**src/design/fbb_pkg.sv**
```systemverilog
// Shared constants, payload types and control structs of the forward box blur.
package fbb_pkg;

  localparam int MAX_LENGTH = 32;
  localparam int CH_W       = 8;
  localparam int PIX_W      = 3 * CH_W;
  localparam int SLOT_W     = $clog2(MAX_LENGTH);
  localparam int FILL_W     = $clog2(MAX_LENGTH + 1);
  localparam int SUM_W      = $clog2((2 ** CH_W - 1) * MAX_LENGTH + 1);
  localparam int DIV_STEPS  = (SUM_W + 1) / 2;
  localparam int DVD_W      = 2 * DIV_STEPS;
  localparam int STEP_W     = $clog2(DIV_STEPS);
  localparam int LEN_W      = 6;
  localparam int DATA_W     = 32;
  localparam int ADDR_W     = 3;

  localparam logic [LEN_W-1:0]    LEN_RESET       = LEN_W'(4);
  localparam logic [ADDR_W-3:0]   REG_BLUR_LENGTH = '0;

  typedef struct packed {
    logic [CH_W-1:0] red_in;
    logic [CH_W-1:0] green_in;
    logic [CH_W-1:0] blue_in;
    logic            last_pixel;
  } pix_in_t;

  typedef struct packed {
    logic [CH_W-1:0] red_out;
    logic [CH_W-1:0] green_out;
    logic [CH_W-1:0] blue_out;
    logic            last_out;
  } pix_out_t;

  typedef struct packed {
    logic accept;
    logic start;
    logic step;
    logic emit;
    logic flush;
  } cmd_t;

  typedef struct packed {
    logic need_emit;
    logic last_line;
    logic last_step;
    logic out_free;
  } stat_t;

endpackage

```
**src/design/fbb_ram.sv**
```systemverilog
// Generic single-write, single-read RAM with registered read data.
module fbb_ram #(
  parameter int WIDTH = 8,
  parameter int DEPTH = 16
) (
  input  logic                     clk_i,
  input  logic                     we_i,
  input  logic [$clog2(DEPTH)-1:0] waddr_i,
  input  logic [WIDTH-1:0]         wdata_i,
  input  logic                     re_i,
  input  logic [$clog2(DEPTH)-1:0] raddr_i,
  output logic [WIDTH-1:0]         rdata_o
);

  logic [WIDTH-1:0] mem_q [DEPTH];
  logic [WIDTH-1:0] rdata_q;

  always_ff @(posedge clk_i) begin
    if (we_i) begin
      mem_q[waddr_i] <= wdata_i;
    end
    if (re_i) begin
      rdata_q <= mem_q[raddr_i];
    end
  end

  assign rdata_o = rdata_q;

endmodule

```
**src/design/fbb_regs.sv**
```systemverilog
// Configuration register file with APB-style access and blur length clamping.
module fbb_regs import fbb_pkg::*; (
  input  logic              clk_i,
  input  logic              rst_ni,
  input  logic              psel,
  input  logic              penable,
  input  logic              pwrite,
  input  logic [ADDR_W-1:0] paddr,
  input  logic [DATA_W-1:0] pwdata,
  output logic [DATA_W-1:0] prdata,
  output logic              pready,
  output logic [LEN_W-1:0]  eff_len_o
);

  logic [LEN_W-1:0] blur_q, blur_d;
  logic             sel_blur;

  assign sel_blur = (paddr[ADDR_W-1:2] == REG_BLUR_LENGTH) && (paddr[1:0] == 2'b00);
  assign pready   = 1'b1;

  always_comb begin
    blur_d = blur_q;
    if (psel && penable && pwrite && pready && sel_blur) begin
      blur_d = pwdata[LEN_W-1:0];
    end
  end

  always_ff @(posedge clk_i or negedge rst_ni) begin
    if (!rst_ni) begin
      blur_q <= LEN_RESET;
    end else begin
      blur_q <= blur_d;
    end
  end

  assign prdata = sel_blur ? DATA_W'(blur_q) : '0;

  always_comb begin
    eff_len_o = blur_q;
    if (blur_q == '0) begin
      eff_len_o = LEN_W'(1);
    end else if ((LEN_W+1)'(blur_q) > (LEN_W+1)'(MAX_LENGTH)) begin
      eff_len_o = LEN_W'(MAX_LENGTH);
    end
  end

endmodule

```
**src/design/fbb_ctrl.sv**
```systemverilog
// Controller state machine: sequences pixel intake, division and result emission.
module fbb_ctrl import fbb_pkg::*; (
  input  logic  clk_i,
  input  logic  rst_ni,
  input  logic  in_valid_i,
  output logic  in_ready_o,
  input  stat_t stat_i,
  output cmd_t  cmd_o
);

  localparam logic [1:0] S_IDLE  = 2'd0;
  localparam logic [1:0] S_CHECK = 2'd1;
  localparam logic [1:0] S_DIV   = 2'd2;
  localparam logic [1:0] S_DONE  = 2'd3;

  logic [1:0] state_q, state_d;

  assign in_ready_o = (state_q == S_IDLE);

  always_comb begin
    state_d = state_q;
    cmd_o   = '0;
    case (state_q)
      S_IDLE: begin
        if (in_valid_i) begin
          cmd_o.accept = 1'b1;
          state_d      = S_CHECK;
        end
      end
      S_CHECK: begin
        if (stat_i.need_emit) begin
          cmd_o.start = 1'b1;
          state_d     = S_DIV;
        end else begin
          cmd_o.flush = stat_i.last_line;
          state_d     = S_IDLE;
        end
      end
      S_DIV: begin
        cmd_o.step = 1'b1;
        if (stat_i.last_step) begin
          state_d = S_DONE;
        end
      end
      S_DONE: begin
        if (stat_i.out_free) begin
          cmd_o.emit = 1'b1;
          state_d    = S_CHECK;
        end
      end
      default: begin
        state_d = S_IDLE;
      end
    endcase
  end

  always_ff @(posedge clk_i or negedge rst_ni) begin
    if (!rst_ni) begin
      state_q <= S_IDLE;
    end else begin
      state_q <= state_d;
    end
  end

endmodule

```
**src/design/fbb_dp.sv**
```systemverilog
// Datapath: pixel ring store, running channel sums, radix-4 dividers and output register.
module fbb_dp import fbb_pkg::*; (
  input  logic             clk_i,
  input  logic             rst_ni,
  input  cmd_t             cmd_i,
  output stat_t            stat_o,
  input  pix_in_t          in_data_i,
  input  logic [LEN_W-1:0] eff_len_i,
  output logic             out_valid_o,
  input  logic             out_ready_i,
  output pix_out_t         out_data_o
);

  logic [SUM_W-1:0]  sum_q [3];
  logic [FILL_W-1:0] fill_q;
  logic [SLOT_W-1:0] oldest_q;
  logic              last_q;
  logic              out_valid_q;
  logic [STEP_W-1:0] cnt_q;

  logic [DVD_W-1:0]  dvd_q [3];
  logic [DVD_W-1:0]  dvd_d [3];
  logic [FILL_W-1:0] rem_q [3];
  logic [FILL_W-1:0] rem_d [3];
  logic [DVD_W-1:0]  quo_q [3];
  logic [DVD_W-1:0]  quo_d [3];
  pix_out_t          out_q;

  logic [FILL_W:0]   slot_sum;
  logic [SLOT_W-1:0] wslot;
  logic [PIX_W-1:0]  wpix;
  logic [PIX_W-1:0]  rpix;
  logic [CH_W-1:0]   in_ch  [3];
  logic [CH_W-1:0]   old_ch [3];

  assign in_ch[0]  = in_data_i.red_in;
  assign in_ch[1]  = in_data_i.green_in;
  assign in_ch[2]  = in_data_i.blue_in;
  assign wpix      = {in_data_i.red_in, in_data_i.green_in, in_data_i.blue_in};
  assign old_ch[0] = rpix[3*CH_W-1:2*CH_W];
  assign old_ch[1] = rpix[2*CH_W-1:CH_W];
  assign old_ch[2] = rpix[CH_W-1:0];

  always_comb begin
    slot_sum = (FILL_W+1)'(oldest_q) + (FILL_W+1)'(fill_q);
    if (slot_sum >= (FILL_W+1)'(MAX_LENGTH)) begin
      slot_sum = slot_sum - (FILL_W+1)'(MAX_LENGTH);
    end
    wslot = slot_sum[SLOT_W-1:0];
  end

  fbb_ram #(
    .WIDTH (PIX_W),
    .DEPTH (MAX_LENGTH)
  ) u_store (
    .clk_i   (clk_i),
    .we_i    (cmd_i.accept),
    .waddr_i (wslot),
    .wdata_i (wpix),
    .re_i    (cmd_i.start),
    .raddr_i (oldest_q),
    .rdata_o (rpix)
  );

  always_comb begin
    logic [FILL_W:0]   t;
    logic [FILL_W-1:0] r;
    logic [DVD_W-1:0]  d;
    logic [DVD_W-1:0]  q;
    for (int ch = 0; ch < 3; ch++) begin
      r = rem_q[ch];
      d = dvd_q[ch];
      q = quo_q[ch];
      for (int k = 0; k < 2; k++) begin
        t = {r, d[DVD_W-1]};
        d = {d[DVD_W-2:0], 1'b0};
        if (t >= {1'b0, fill_q}) begin
          t = t - {1'b0, fill_q};
          q = {q[DVD_W-2:0], 1'b1};
        end else begin
          q = {q[DVD_W-2:0], 1'b0};
        end
        r = t[FILL_W-1:0];
      end
      rem_d[ch] = r;
      dvd_d[ch] = d;
      quo_d[ch] = q;
    end
  end

  always_ff @(posedge clk_i) begin
    for (int ch = 0; ch < 3; ch++) begin
      if (cmd_i.start) begin
        dvd_q[ch] <= DVD_W'(sum_q[ch]);
        rem_q[ch] <= '0;
        quo_q[ch] <= '0;
      end else if (cmd_i.step) begin
        dvd_q[ch] <= dvd_d[ch];
        rem_q[ch] <= rem_d[ch];
        quo_q[ch] <= quo_d[ch];
      end
    end
    if (cmd_i.emit) begin
      out_q.red_out   <= quo_q[0][CH_W-1:0];
      out_q.green_out <= quo_q[1][CH_W-1:0];
      out_q.blue_out  <= quo_q[2][CH_W-1:0];
      out_q.last_out  <= last_q && (fill_q == FILL_W'(1));
    end
  end

  always_ff @(posedge clk_i or negedge rst_ni) begin
    if (!rst_ni) begin
      for (int ch = 0; ch < 3; ch++) begin
        sum_q[ch] <= '0;
      end
      fill_q      <= '0;
      oldest_q    <= '0;
      last_q      <= 1'b0;
      out_valid_q <= 1'b0;
      cnt_q       <= '0;
    end else begin
      if (cmd_i.accept) begin
        for (int ch = 0; ch < 3; ch++) begin
          sum_q[ch] <= sum_q[ch] + SUM_W'(in_ch[ch]);
        end
        fill_q <= fill_q + FILL_W'(1);
        last_q <= in_data_i.last_pixel;
      end else if (cmd_i.emit) begin
        for (int ch = 0; ch < 3; ch++) begin
          sum_q[ch] <= sum_q[ch] - SUM_W'(old_ch[ch]);
        end
        fill_q <= fill_q - FILL_W'(1);
        if (oldest_q == SLOT_W'(MAX_LENGTH - 1)) begin
          oldest_q <= '0;
        end else begin
          oldest_q <= oldest_q + SLOT_W'(1);
        end
      end else if (cmd_i.flush) begin
        for (int ch = 0; ch < 3; ch++) begin
          sum_q[ch] <= '0;
        end
        oldest_q <= '0;
      end
      if (cmd_i.start) begin
        cnt_q <= '0;
      end else if (cmd_i.step) begin
        cnt_q <= cnt_q + STEP_W'(1);
      end
      if (cmd_i.emit) begin
        out_valid_q <= 1'b1;
      end else if (out_ready_i) begin
        out_valid_q <= 1'b0;
      end
    end
  end

  assign stat_o.need_emit = (fill_q != '0) &&
                            (last_q || ((LEN_W+1)'(fill_q) >= (LEN_W+1)'(eff_len_i)));
  assign stat_o.last_line = last_q;
  assign stat_o.last_step = (cnt_q == STEP_W'(DIV_STEPS - 1));
  assign stat_o.out_free  = !out_valid_q || out_ready_i;

  assign out_valid_o = out_valid_q;
  assign out_data_o  = out_q;

endmodule

```
**src/design/forward_box_blur_rgb.sv**
```systemverilog
// Top level of the forward box blur over a stream of RGB pixels.
// Input channel: one pixel per transfer on in_valid_i/in_ready_o, with a
// last_pixel flag closing the image line. Output channel: averaged pixels on
// out_valid_o/out_ready_i; last_out marks the final result of a line.
// Each result averages the next blur_length pixels; near the end of the line
// the window shrinks to the pixels still held. blur_length sits at byte
// address 0 of the APB port; the user must write it only while the block is
// idle, which the block does not enforce. A pixel that completes a window is
// followed by one result after a window check, a 2-bit-per-cycle divider run
// per channel and an emit; each further result of a flush repeats these steps.
// A pixel that yields no result is absorbed by the window check alone.
// The block takes one pixel at a time; the next pixel is accepted after
// all results of the previous one have been loaded into the output register.
// A stalled receiver holds the result in the output register and pauses the
// block once the next result is ready. Reset empties the window, clears the
// sums and sets blur_length to 4; the pixel store needs no clearing.
module forward_box_blur_rgb import fbb_pkg::*; (
  input  logic              clk_i,
  input  logic              rst_ni,
  input  logic              in_valid_i,
  output logic              in_ready_o,
  input  pix_in_t           in_data_i,
  output logic              out_valid_o,
  input  logic              out_ready_i,
  output pix_out_t          out_data_o,
  input  logic              psel,
  input  logic              penable,
  input  logic              pwrite,
  input  logic [ADDR_W-1:0] paddr,
  input  logic [DATA_W-1:0] pwdata,
  output logic [DATA_W-1:0] prdata,
  output logic              pready
);

  cmd_t             cmd;
  stat_t            stat;
  logic [LEN_W-1:0] eff_len;

  fbb_regs u_regs (
    .clk_i     (clk_i),
    .rst_ni    (rst_ni),
    .psel      (psel),
    .penable   (penable),
    .pwrite    (pwrite),
    .paddr     (paddr),
    .pwdata    (pwdata),
    .prdata    (prdata),
    .pready    (pready),
    .eff_len_o (eff_len)
  );

  fbb_ctrl u_ctrl (
    .clk_i      (clk_i),
    .rst_ni     (rst_ni),
    .in_valid_i (in_valid_i),
    .in_ready_o (in_ready_o),
    .stat_i     (stat),
    .cmd_o      (cmd)
  );

  fbb_dp u_dp (
    .clk_i       (clk_i),
    .rst_ni      (rst_ni),
    .cmd_i       (cmd),
    .stat_o      (stat),
    .in_data_i   (in_data_i),
    .eff_len_i   (eff_len),
    .out_valid_o (out_valid_o),
    .out_ready_i (out_ready_i),
    .out_data_o  (out_data_o)
  );

endmodule

```
**config.mk**
```make
export PLATFORM = sky130hd
export DESIGN_NAME = forward_box_blur_rgb
export DESIGN_NICKNAME = d
export VERILOG_FILES = /design/src/design/fbb_pkg.sv /design/src/design/fbb_ram.sv /design/src/design/fbb_regs.sv /design/src/design/fbb_ctrl.sv /design/src/design/fbb_dp.sv /design/src/design/forward_box_blur_rgb.sv
export SDC_FILE = /design/constraint.sdc
export NUM_CORES = 1
export LEC_CHECK = 0
export BUFFER_PORTS_ARGS = -buffer_cell sky130_fd_sc_hd__buf_2
export CAP_MARGIN = 20
export CORE_UTILIZATION = 45
export DETAILED_ROUTE_END_ITERATION = 10
export PLACE_DENSITY = 0.66
export RECOVER_POWER = 100
export SLEW_MARGIN = 20
export SYNTH_ARGS = -nofsm -noshare
export SYNTH_HDL_FRONTEND = slang
export SYNTH_SLANG_ARGS = --single-unit
```
**constraint.sdc**
```tcl
create_clock -name clk_i -period 6.9 [get_ports clk_i]
set_clock_uncertainty 0.15 [all_clocks]
set_input_delay 0.345 -clock clk_i [delete_from_list [all_inputs] [get_ports clk_i]]
set_output_delay 0.345 -clock clk_i [all_outputs]
set_load 0.01 [all_outputs]
```
==> report_table.html <==
<table>
<tr><th>Metric</th><th>Value</th></tr>
<tr><th colspan="2">Status</th></tr>
<tr><td>Outcome</td><td>finished, violations left</td></tr>
<tr><td>Violated checks</td><td>max-capacitance violations, max-slew violations</td></tr>
<tr><th colspan="2">Setup path</th></tr>
<tr><td>Delay of the slowest cell on the worst path</td><td>1990 ps</td></tr>
<tr><td>Element type at the critical path start</td><td>flop</td></tr>
<tr><td>Critical path, cell by cell</td><td>ha_1 &gt; fa_1 &gt; a21o_1 &gt; a21oi_1 &gt; xnor2_1 &gt; nor2_1 &gt; nand2_1 &gt; nor2_1 &gt; clkbuf_1</td></tr>
<tr><td>Endpoint required time on the critical path</td><td>7050 ps</td></tr>
<tr><td>Arrival time at the worst endpoint</td><td>5930 ps</td></tr>
<tr><td>Element type at the critical path end</td><td>flop</td></tr>
<tr><td>Crit path max-delay cell type</td><td>nor2_1</td></tr>
<tr><td>Most repeated library cell on the critical path</td><td>nor2_1</td></tr>
<tr><td>Kind of critical path</td><td>reg -&gt; reg</td></tr>
<tr><td>Critical-path maximum fanout</td><td>45</td></tr>
<tr><th colspan="2">Layout</th></tr>
<tr><td>Antenna cells</td><td>0</td></tr>
<tr><td>Synthesis-to-layout area growth</td><td>11.9%</td></tr>
<tr><td>Layout net count</td><td>2607</td></tr>
<tr><td>Top library cells by usage in the layout, fill and taps aside</td><td>899 x edfxtp_1, 240 x mux4_2, 108 x nor2_1</td></tr>
<tr><td>Layout cells sized above 1</td><td>20.2%</td></tr>
<tr><td>Commonest non-fill, non-tap cell in the layout</td><td>edfxtp_1</td></tr>
<tr><td>Post-route standard cell area excluding fillers</td><td>46400 um^2</td></tr>
<tr><th colspan="2">Clock tree</th></tr>
<tr><td>Clock sink total</td><td>964</td></tr>
<tr><td>CTS hold repair buffers</td><td>13</td></tr>
<tr><td>Number of buffers on the longest clock path</td><td>3</td></tr>
<tr><td>Clock tree from TritonCTS</td><td>done</td></tr>
<tr><td>Cts bufs inserted</td><td>98</td></tr>
<tr><td>Buffers inserted by post-CTS timing repair</td><td>0</td></tr>
<tr><td>CTS root buffer</td><td>clkbuf_16</td></tr>
<tr><td>Count of cells resized by post-cts repair</td><td>0</td></tr>
<tr><td>Latest clock arrival within the worst-skew pair</td><td>680 ps</td></tr>
<tr><td>Clock Pin Slew Worst Setup and Hold Paths</td><td>60 ps</td></tr>
<tr><td>H-tree levels</td><td>3</td></tr>
<tr><th colspan="2">Synth</th></tr>
<tr><td>Post-synthesis instance total</td><td>2276</td></tr>
<tr><td>Post-Syn Area</td><td>41500 um^2</td></tr>
<tr><td>Synthesized area divided by synthesized cell count</td><td>18.2 um^2</td></tr>
<tr><td>Number of enable flip-flop cells after synthesis</td><td>899</td></tr>
<tr><td>Synth warnings</td><td>0</td></tr>
<tr><td>Register area share after synthesis</td><td>69.0%</td></tr>
<tr><td>Prevailing post-synth register cell</td><td>edfxtp_1</td></tr>
<tr><td>Count of state elements after synthesis</td><td>964</td></tr>
<tr><td>Distinct cell type count of the synthesized netlist</td><td>68</td></tr>
<tr><td>Async set-reset flop share out of synthesis</td><td>6.54%</td></tr>
<tr><th colspan="2">GRT</th></tr>
<tr><td>Wire length of the first global-routing pass</td><td>146000 um</td></tr>
<tr><td>Maximum number of pins on one net before global-route repair</td><td>132</td></tr>
<tr><td>Number of global-route vias before repair</td><td>22500</td></tr>
<tr><td>Total Routing Usage GR</td><td>21.4%</td></tr>
<tr><td>Overflow left after global routing</td><td>0</td></tr>
<tr><td>Antenna violations before repair</td><td>2</td></tr>
<tr><th colspan="2">Detailed routing</th></tr>
<tr><td>Routed Wire Length</td><td>98800 um</td></tr>
<tr><td>Number of search-and-repair iterations in the first detailed-routing pass</td><td>6</td></tr>
<tr><td>Post-detailed-route via-to-cell ratio</td><td>5.97</td></tr>
<tr><td>Average detailed-routed wire length per instance</td><td>26.9 um</td></tr>
<tr><td>DRC violations left</td><td>0</td></tr>
<tr><td>Final antenna-violating net count</td><td>0</td></tr>
<tr><td>Total via count in the routed design</td><td>21900</td></tr>
<tr><td>Initial drt markers</td><td>2363</td></tr>
<tr><th colspan="2">STA</th></tr>
<tr><td>Measured slew at the worst slew-check pin</td><td>4000 ps</td></tr>
<tr><td>Count of pins over their slew limit</td><td>898</td></tr>
<tr><td>Total Neg Setup Slack</td><td>0 ps</td></tr>
<tr><td>Final hold viol count</td><td>0</td></tr>
<tr><td>Setup repair after global routing missed its margin</td><td>no</td></tr>
<tr><td>Number of failing setup endpoints in the final timing report</td><td>0</td></tr>
<tr><td>Hold slack</td><td>58.7 ps</td></tr>
<tr><td>Highest Clock Rate</td><td>173 MHz</td></tr>
<tr><td>Share of the clock period used by the worst path</td><td>83.8%</td></tr>
<tr><td>Setup WS post-layout</td><td>1120 ps</td></tr>
<tr><td>Crit path time final</td><td>5780 ps</td></tr>
<tr><td>Relative slew margins</td><td>-167%</td></tr>
<tr><th colspan="2">Power</th></tr>
<tr><td>LEAKAGE</td><td>15.4 nW</td></tr>
<tr><td>Power consumption</td><td>21.2 mW</td></tr>
<tr><td>Power per unit of standard cell area</td><td>456 nW/um^2</td></tr>
<tr><td>Peak supply drop</td><td>0.000369 V</td></tr>
<tr><th colspan="2">Floorplan</th></tr>
<tr><td>Die X-Extent</td><td>306 um</td></tr>
<tr><td>Total number of placement rows</td><td>110</td></tr>
<tr><td>Area of the die</td><td>93400 um^2</td></tr>
<tr><td>Die boundary height</td><td>306 um</td></tr>
<tr><td>Core Box Area</td><td>90700 um^2</td></tr>
<tr><td>Number of primary I/O pins</td><td>127</td></tr>
<tr><td>Initial standard-cell utilization of the core</td><td>45.7%</td></tr>
<tr><th colspan="2">Place</th></tr>
<tr><td>Detailed-placement wirelength estimate</td><td>55800 um</td></tr>
<tr><td>Port Buffer Count</td><td>73</td></tr>
<tr><td>Total cell area at the placement stage</td><td>43400 um^2</td></tr>
<tr><td>Final Wtd Congestion</td><td>0.856</td></tr>
<tr><td>Dpl ws</td><td>2040 ps</td></tr>
<tr><th colspan="2">Min path</th></tr>
<tr><td>Kind of path behind the tightest hold check</td><td>in -&gt; reg</td></tr>
<tr><th colspan="2">Flow run</th></tr>
<tr><td>Max Cap Viol</td><td>37</td></tr>
</table>
==> registers in the layout (all words and copies together), names as in the netlist <==
register,count
u_dp.dvd_q,42
u_dp.last_q,1
u_dp.rem_q,18
u_dp.out_valid_o,1
u_dp.out_data_o,25
u_dp.u_store.rdata_o,24
u_ctrl.state_q,2
u_dp.quo_q,24
u_dp.oldest_q,5
u_regs.blur_q,6
u_dp.cnt_q,3
u_dp.sum_q,39
u_dp.u_store.mem_q,768
u_dp.fill_q,6
==> cell families (layout without fill, tap and decap cells) <==
| family | after synthesis | after routing | synth area share, % |
|---|---|---|---|
| xor gates and xnor gates | 58 | 58 | 1.22 |
| DFF | 964 | 964 | 69.0 |
| and+or+nand+nor | 337 | 337 | 3.90 |
| muxes | 322 | 322 | 15.2 |
| AOI/OAI and AO/OA | 284 | 284 | 4.63 |
| buffers and inverters | 190 | 390 | 2.21 |
| other | 2 | 27 | 0.0181 |
| adders and majority gates | 119 | 119 | 3.83 |
==> metrics by stage <==
stage               util (%)  instances
finish                  51.1       3677
global route            51.1       3677
CTS                     51.5       3677
detailed placement      47.9       3484
global placement        47.9       3484
floorplan                  -       2301
==> worst max-delay path: cells and delay by family (launching register included) <==
| family | cells | cell delay [ps] |
|---|---|---|
| xor gates and xnor gates | 1 | 190 |
| adders and majority gates | 2 | 830 |
| and+or+nand+nor | 3 | 2330 |
| DFF | 1 | 810 |
| buffers and inverters | 1 | 730 |
| AOI/OAI and AO/OA | 2 | 360 |
==> cell usage after synthesis, types with 5 or more instances <==
library cell | count | area share [%]
edfxtp_1 | 899 | 65
mux4_2 | 240 | 13
nor2_1 | 127 | 1.1
ha_1 | 106 | 3.2
inv_1 | 68 | 0.62
a21oi_1 | 63 | 0.76
mux2_2 | 63 | 1.7
dfrtp_1 | 62 | 3.7
clkbuf_1 | 58 | 0.52
nand2_1 | 58 | 0.52
o21ai_0 | 53 | 0.64
xnor2_1 | 39 | 0.82
buf_4 | 38 | 0.69
and2_1 | 34 | 0.51
o21a_1 | 23 | 0.42
a211oi_1 | 21 | 0.38
nand3_1 | 21 | 0.25
nand2b_1 | 20 | 0.30
mux2i_1 | 19 | 0.46
xor2_1 | 19 | 0.40
a21o_1 | 18 | 0.33
nor3_1 | 18 | 0.22
nor2b_1 | 17 | 0.26
a22o_1 | 13 | 0.27
fa_1 | 13 | 0.63
a31oi_1 | 11 | 0.17
buf_2 | 11 | 0.13
and3_1 | 10 | 0.15
o31ai_1 | 10 | 0.18
a22oi_1 | 9 | 0.16
buf_1 | 8 | 0.072
nor4_1 | 8 | 0.12
o211ai_1 | 8 | 0.14
or3_1 | 8 | 0.12
o21bai_1 | 7 | 0.13
buf_6 | 6 | 0.16
o31a_1 | 6 | 0.13
a221o_1 | 5 | 0.12
==> worst paths after layout <==
kind | depth (start not counted) | slack, ps | endpoint | from
worst max-delay path | 9 | 1120 | u_dp.u_store.mem_q[5][8]$_DFFE_PP_ | u_dp.oldest_q[0]$_DFFE_PN0P_
worst max register to register | 9 | 1120 | u_dp.u_store.mem_q[5][8]$_DFFE_PP_ | u_dp.oldest_q[0]$_DFFE_PN0P_
worst min-delay path | 4 | 60 | u_ctrl.state_q[1]$_DFFE_PN0P_ | in_valid_i
max in group asynchronous | 3 | 2210 | u_dp.oldest_q[0]$_DFFE_PN0P_ | rst_ni
worst min register to register | 0 | 270 | u_dp.out_data_o[23]$_DFFE_PP_ | u_dp.quo_q[0][6]$_SDFFCE_PN0P_
min in group asynchronous | 3 | 1580 | u_regs.blur_q[5]$_DFFE_PN0P_ | rst_ni
==> report_power, final <==
| group | internal, mW | switching, mW |
|---|---|---|
| registers | 7.49 | 0.616 |
| logic | 3.55 | 4.32 |
| clock network | 2.95 | 2.24 |
| total | 14.0 | 7.18 |
==> area by class of cell <==
class	count	area [um^2]
Clock buffer	113	2510
Clock inverter	67	637
Fill cell	7223	44300
Inverter	69	259
Multi-Input combinational cell	1147	12200
Sequential cell	964	28600
Tap cell	1176	1470
Timing Repair Buffer	141	703
==> routing by layer <==
| layer | track usage [%] | part of all wire [%] | vias up |
|---|---|---|---|
| met5 | 0 | 0.013 | - |
| met4 | 7.75 | 3.7 | 2 |
| met3 | 3.44 | 6.5 | 196 |
| met2 | 33.7 | 47 | 884 |
| met1 | 30.2 | 43 | 11400 |
| li1 | - | - | 9408 |
(Power assumes the default switching activity.)
